--- config.mk ---
export PLATFORM = sky130hd
export DESIGN_NAME = kcl_front
export DESIGN_NICKNAME = d
export VERILOG_FILES = /design/src/rtl/kcl_pkg.sv /design/src/rtl/kcl_front.sv
export SDC_FILE = /design/constraint.sdc
export NUM_CORES = 1
export LEC_CHECK = 0
export ABC_AREA = 1
export BUFFER_PORTS_ARGS = -buffer_cell sky130_fd_sc_hd__clkbuf_2
export CAP_MARGIN = 10
export CORE_MARGIN = 2
export CORE_UTILIZATION = 50
export DETAILED_ROUTE_END_ITERATION = 7
export GPL_TIMING_DRIVEN = 1
export PLACE_DENSITY = 0.78
export RECOVER_POWER = 100
export SKIP_CTS_REPAIR_TIMING = 1
export SLEW_MARGIN = 20
export SYNTH_ARGS = -nofsm -noshare
export SYNTH_HDL_FRONTEND = slang
export SYNTH_SLANG_ARGS = --single-unit
--- constraint.sdc ---
create_clock -name clk -period 2.8 [get_ports clk]
set_input_delay 0 -clock clk [delete_from_list [all_inputs] [get_ports clk]]
set_output_delay 0 -clock clk [all_outputs]
set_load 0.005 [all_outputs]
--- src/rtl/kcl_pkg.sv ---
package kcl_pkg;

  localparam int NV = 32;
  localparam int VW = 5;
  localparam int DW = 6;

  // Depth of the queue between front and back, a power of two.
  localparam int QD  = 4;
  localparam int QAW = $clog2(QD);

  typedef logic [NV-1:0] vmask_t;
  typedef logic [VW-1:0] vidx_t;

  // Register indexes of the configuration port.
  localparam logic CFG_K = 1'b0;
  localparam logic CFG_N = 1'b1;

  // One classified input beat, handed from the front to the back.
  typedef struct packed {
    logic  do_edge;
    logic  last;
    vidx_t a;
    vidx_t b;
  } cmd_t;

  // Mask of the low n bits, n saturated to NV.
  function automatic vmask_t low_mask(input logic [5:0] n);
    vmask_t m;
    m = '0;
    for (int i = 0; i < NV; i++) begin
      if (i < int'(n)) m[i] = 1'b1;
    end
    return m;
  endfunction

endpackage

--- src/rtl/kcl_front.sv ---
module kcl_front (
  input  logic             clk,
  input  logic             rst_n,
  input  logic             in_valid,
  output logic             in_stall,
  input  kcl_pkg::vidx_t   in_vertex_a,
  input  kcl_pkg::vidx_t   in_vertex_b,
  input  logic             in_edge_valid,
  input  logic             in_last_edge,
  output logic             q_valid,
  input  logic             q_pop,
  output kcl_pkg::cmd_t    q_cmd
);
  import kcl_pkg::*;

  cmd_t             mem_r [QD];
  logic [QAW-1:0]   wp_r, rp_r, wp_nxt, rp_nxt;
  logic [QAW:0]     cnt_r, cnt_nxt;
  logic             push;
  cmd_t             c;

  // Classify the incoming beat; beats with no edge and no marker are dropped.
  always_comb begin
    c.do_edge = in_edge_valid;
    c.last    = in_last_edge;
    c.a       = in_vertex_a;
    c.b       = in_vertex_b;
  end

  assign in_stall = (cnt_r == (QAW+1)'(QD));
  assign push     = in_valid && !in_stall && (in_edge_valid || in_last_edge);
  assign q_valid  = (cnt_r != '0);
  assign q_cmd    = mem_r[rp_r];

  always_comb begin
    wp_nxt  = wp_r + QAW'(push);
    rp_nxt  = rp_r + QAW'(q_pop);
    cnt_nxt = cnt_r + (QAW+1)'(push) - (QAW+1)'(q_pop);
  end

  always_ff @(posedge clk) begin
    if (!rst_n) begin
      wp_r  <= '0;
      rp_r  <= '0;
      cnt_r <= '0;
    end else begin
      wp_r  <= wp_nxt;
      rp_r  <= rp_nxt;
      cnt_r <= cnt_nxt;
    end
  end

  always_ff @(posedge clk) begin
    if (push) mem_r[wp_r] <= c;
  end

endmodule

; ---- Word level (Yosys, flattened, before mapping)
; Memory sizes are Yosys's and may differ from the RTL's. A register that Yosys moved wholly into a read port is not among the register bits.
; Cells that the tools add are included.
[op_classes]
add_sub_neg = 4
multipliers = 0
n_div = 0
n_lt_le_gt_ge = 0
n_eq_ne = 1
n_shift = 0
n_mux = 3
bitwise = 0
reduce_logical = 5
[ops]
columns = op, count
row1 = $add A2 B1 Y2, 2
row2 = $add A3 B1 Y3, 1
row3 = $eq A3 B3 Y1 const B, 1
row4 = $reduce_bool A3 Y1, 1
row5 = $sub A3 B1 Y3, 1
row6 = $logic_and A1 B1 Y1, 2
row7 = $mux W1, 2
row8 = $mux W2, 1
row9 = $logic_not A1 Y1, 1
row10 = $logic_or A1 B1 Y1, 1
[totals]
regBits = 7
latch_bits = 0
mem_bits_rw = 48
mem_bits_ro = 0
output_inout_bits = 14
wordCells = 17
memories = 1
[mem_list]
columns = name, depth, word_bits, read_ports, rd_clocked_by_memory_dff, write_ports, line_no
row1 = mem_r, 4, 12, 1, 1, 1, kcl_front.sv:16  ; cmd_t mem_r [QD];

; ---- Depth between registers and ports, before layout
[logic_depth]
ltp_word = 6
depth_mapped = 10

; ---- Least setup slack after synthesis
; No wires, ideal clock.
[synth_timing]
kind = reg2reg
startpoint = register cnt_r[1]
endpoint = register cnt_r[2]
arrival_time_ns = 1.574
t_required_ns = 2.685
path_slack_ns = 1.111
stages_incl_launch_ff = 10
path_buffers = 0
synth_period_minus_slack_ns = 1.689
path_cell_list = dfxtp_1 -> inv_2 -> nand2_2 -> o21ai_4 -> ha_1 -> inv_1 -> ha_1 -> fa_1 -> a21oi_1 -> nor2_1
[synth_via]
elab_chain_len = 6
[synth_lines]
columns = item, line_no
row1 = from (decl), kcl_front.sv:18  ; logic [QAW:0] cnt_r, cnt_nxt;
row2 = from (signal assigned), kcl_front.sv:49  ; cnt_r <= cnt_nxt;
row3 = $eq A3 B3 Y1, kcl_front.sv:30  ; assign in_stall = (cnt_r == (QAW+1)'(QD));
row4 = $logic_not A1 Y1, kcl_front.sv:31  ; assign push = in_valid && !in_stall && (in_edge_valid || in_last_edge);
row5 = $logic_and A1 B1 Y1 (2 in a row), kcl_front.sv:31
row6 = $add A3 B1 Y3 (*), kcl_front.sv:38  ; cnt_nxt = cnt_r + (QAW+1)'(push) - (QAW+1)'(q_pop);
row7 = $sub A3 B1 Y3 (*), kcl_front.sv:38
; Every way passes the cells marked *; elsewhere a longest branch is shown, timed or not.
; A chain may end at the register's enable or synchronous reset.

; ---- Worst setup path in the final report
[layout_timing]
startpoint = register cnt_r[1]
endpoint = register cnt_r[1]
[layout_via]
elab_chain_len = 6
[layout_lines]
columns = item, line_no
row1 = $eq A3 B3 Y1, kcl_front.sv:30
row2 = $logic_not A1 Y1, kcl_front.sv:31
row3 = $logic_and A1 B1 Y1 (2 in a row), kcl_front.sv:31
row4 = $add A3 B1 Y3 (*), kcl_front.sv:38
row5 = $sub A3 B1 Y3 (*), kcl_front.sv:38
row6 = net cnt_nxt[1], kcl_front.sv:18
; The timed path passes the listed nets; every way through them passes the cells marked *.

==> run_results.csv <==
group,metric,value,unit
layout,final_cell_mix,"edfxtp_1, inv_1, nand2_1, clkbuf_1, clkbuf_2",
pwr,cellPowerDensity,694,nW/µm²
worst_setup_path,cp.arrival,2420,ps
layout,nets,264,
clock_tree,worstSkewPairLatency,300,ps
hold_path,min_path_cells,4,
layout,finish.utilization,59.2,%
synth,mappedNetlistNets,217,
floorplan,coreArea,4660,µm²
placement,placed_cell_area,2560,µm²
global_routing,overflow,0,
hold_path,worstHoldStart,"q_pop",
worst_setup_path,r2r_slack,590,ps
layout,layout-drive-gt1-share,16.4,%
layout,area_growth,15.0,%
clock_tree,cts_sinks,55,
timing,fin_setup_tns,0,ps
floorplan,die_x,73.3,µm
floorplan,row_count,25,
layout,fin_cells,298,
flow_run,drv_cap,0,
route,drc_errors,0,
floorplan,start_util,51.5,%
layout,mostFrequentLayoutCell,"edfxtp_1",
layout,stdcell_area,2760,µm²
floorplan,die_y,73.3,µm
worst_setup_path,r2r-end,"cnt_r[1]$_SDFF_PN0_",
hold_path,min_path_type,"in -> reg",
route,via_count,1404,
route,avgViaCountPerCell,4.71,
timing,period_share,79.0,%
worst_setup_path,worstSetupEndpointType,"flop",
timing,hold_violations,0,
synth,syn-instance-count,196,
status,status,"finished, final reports clean",
timing,finClkSkew,10.5,ps
timing,finalCriticalPeriod,2210,ps
timing,worstMarginPinSlew,797,ps
route,route.final.wire_length,3630,µm
global_routing,antenna_found_initial,0,
route,drt_iter0_drc,72,
worst_setup_path,crit_required,3010,ps
layout,antenna_cells,0,
worst_setup_path,cp_max_fo,6,
route,antenna_left,0,
clock_tree,cts_tree,"built",
synth,synth_seq_area_share,65.9,%
pwr,p_leak,1.10,nW
placement,gp_congestion,0.727,
timing,slew_headroom,46.9,%
clock_tree,cts_made_buffers,5,
synth,yosysWarningCount,0,
global_routing,grt_pass1_wl,5530,µm
placement,placed_cells,277,
clock_tree,cts_max_path_buffers,2,
clock_tree,cts.htree.levels,2,
global_routing,grt_use_total,14.5,%
placement,place_hpwl,2390,µm
floorplan,die_area,5370,µm²
synth,synth.distinct_cells,20,
global_routing,grt_pass1_vias,1279,
route,wire_per_inst,12.2,µm
floorplan,io_pins,30,
worst_setup_path,reg2reg_depth,9,
placement,portBuffers,29,
timing,grt_setup_unrepaired,"false",
timing,setup_violations,0,
synth,synth_area,2400,µm²
global_routing,grt_max_degree,35,
timing,drv_slew,0,
route,drt_pass1_iterations,4,
worst_setup_path,critPathKind,"reg -> reg",
timing,clock.fmax,0.452,GHz
synth,syn_avg_cell_area,12.2,µm²
worst_setup_path,cp-start-kind,"flop",
pwr,vdd_drop_max,0.346,mV
worst_setup_path,reg2reg_from,"cnt_r[1]$_SDFF_PN0_",
synth,synth-seq-cells,55,
hold_path,min_to,"rp_r[0]$_SDFF_PN0_",
timing,hold_ws,38.5,ps
clock_tree,cts.clk_slew.worst_paths,90,ps
clock_tree,clockRootBuffer,"clkbuf_8",
layout,nFillCells,415,
cell usage after synthesis:
| cell type | instances | share of area (%) |
|---|---|---|
| o21ai_1 | 2 | 0.42 |
| fa_1 | 1 | 0.83 |
| buf_4 | 1 | 0.31 |
| o211ai_2 | 12 | 6.3 |
| inv_1 | 34 | 5.3 |
| buf_2 | 1 | 0.21 |
| nand3_1 | 1 | 0.21 |
| ha_1 | 4 | 2.1 |
| nand2_2 | 7 | 1.8 |
| nor2_1 | 13 | 2.0 |
| edfxtp_1 | 48 | 60 |
| inv_2 | 2 | 0.31 |
| dfxtp_1 | 7 | 5.8 |
| nand2_1 | 33 | 5.2 |
| buf_6 | 3 | 1.4 |
| a21oi_1 | 13 | 2.7 |
| dlymetal6s2s_1 | 1 | 0.52 |
| o21ai_4 | 1 | 0.68 |
| o21ai_0 | 10 | 2.1 |
| buf_12 | 2 | 1.7 |
worst max-delay path by stage:
stage                                      to                 from  cells past startpoint  slack, ps
after detailed placement  cnt_r[2]$_SDFF_PN0_  cnt_r[1]$_SDFF_PN0_                      9       1010
final                     cnt_r[1]$_SDFF_PN0_  cnt_r[1]$_SDFF_PN0_                      9        590
after CTS                            q_cmd[6]   rp_r[0]$_SDFF_PN0_                      5        940
after global placement    cnt_r[2]$_SDFF_PN0_  cnt_r[1]$_SDFF_PN0_                      9       1060
after floorplan           cnt_r[2]$_SDFF_PN0_  cnt_r[1]$_SDFF_PN0_                      9       1110
after global routing      cnt_r[1]$_SDFF_PN0_  cnt_r[1]$_SDFF_PN0_                      9        400
cell families after synthesis:
logic type	synth area share, %
AO/OA/AOI/OAI	12.2
buffers and inverters	9.75
adder cells (fa/ha/maj)	2.92
flip-flops	65.9
AND/OR/NAND/NOR	9.23
critical path, stage by stage, from the launching register on:
cell,delay (ps)
dfxtp_1,340
inv_1,110
nand2_2,80
o21ai_0,510
ha_1,350
inv_1,60
ha_1,160
fa_1,420
nand2_1,80
inv_1,30
through the flow:
| step | power, mW | worst slack, ps |
|---|---|---|
| detailed placement | 1.36 | 1010 |
| floorplan | 1.25 | 1110 |
| global route | 2.02 | 404 |
| CTS | 1.94 | 944 |
| finish | 1.91 | 589 |
| global placement | 1.34 | 1060 |
power by group:
part / internal [mW] / switching (mW) / total, mW
combinational: 0.124 / 0.176 / 0.301
sequential: 0.974 / 0.0488 / 1.02
clock: 0.357 / 0.234 / 0.591
routing by layer:
| layer | vias to the layer above | GRT usage (%) | part of all wire [%] | routed length [µm] |
|---|---|---|---|---|
| met5 | - | 0 | 0 | 0 |
| met1 | 633 | 15.8 | 45 | 1630 |
| met4 | 0 | 6.79 | 2.0 | 71 |
| li1 | 742 | - | - | - |
| met3 | 6 | 4.12 | 3.1 | 112 |
| met2 | 23 | 25.7 | 50 | 1810 |
cell type report:
type,count,area (µm²),share of cell area [%]
Inverter,36,135,4.90
Clock buffer,6,72.6,2.63
Sequential cell,55,1580,57.4
Multi-Input combinational cell,97,562,20.4
Clock inverter,2,60.1,2.18
Timing Repair Buffer,48,279,10.1
Tap cell,54,67.6,2.45
flip-flops by register name (all words and copies together), names as in the netlist:
| register | cells |
|---|---|
| cnt_r | 3 |
| mem_r | 48 |
| rp_r | 2 |
| wp_r | 2 |
Note: power is estimated with default switching activity, not from simulation.
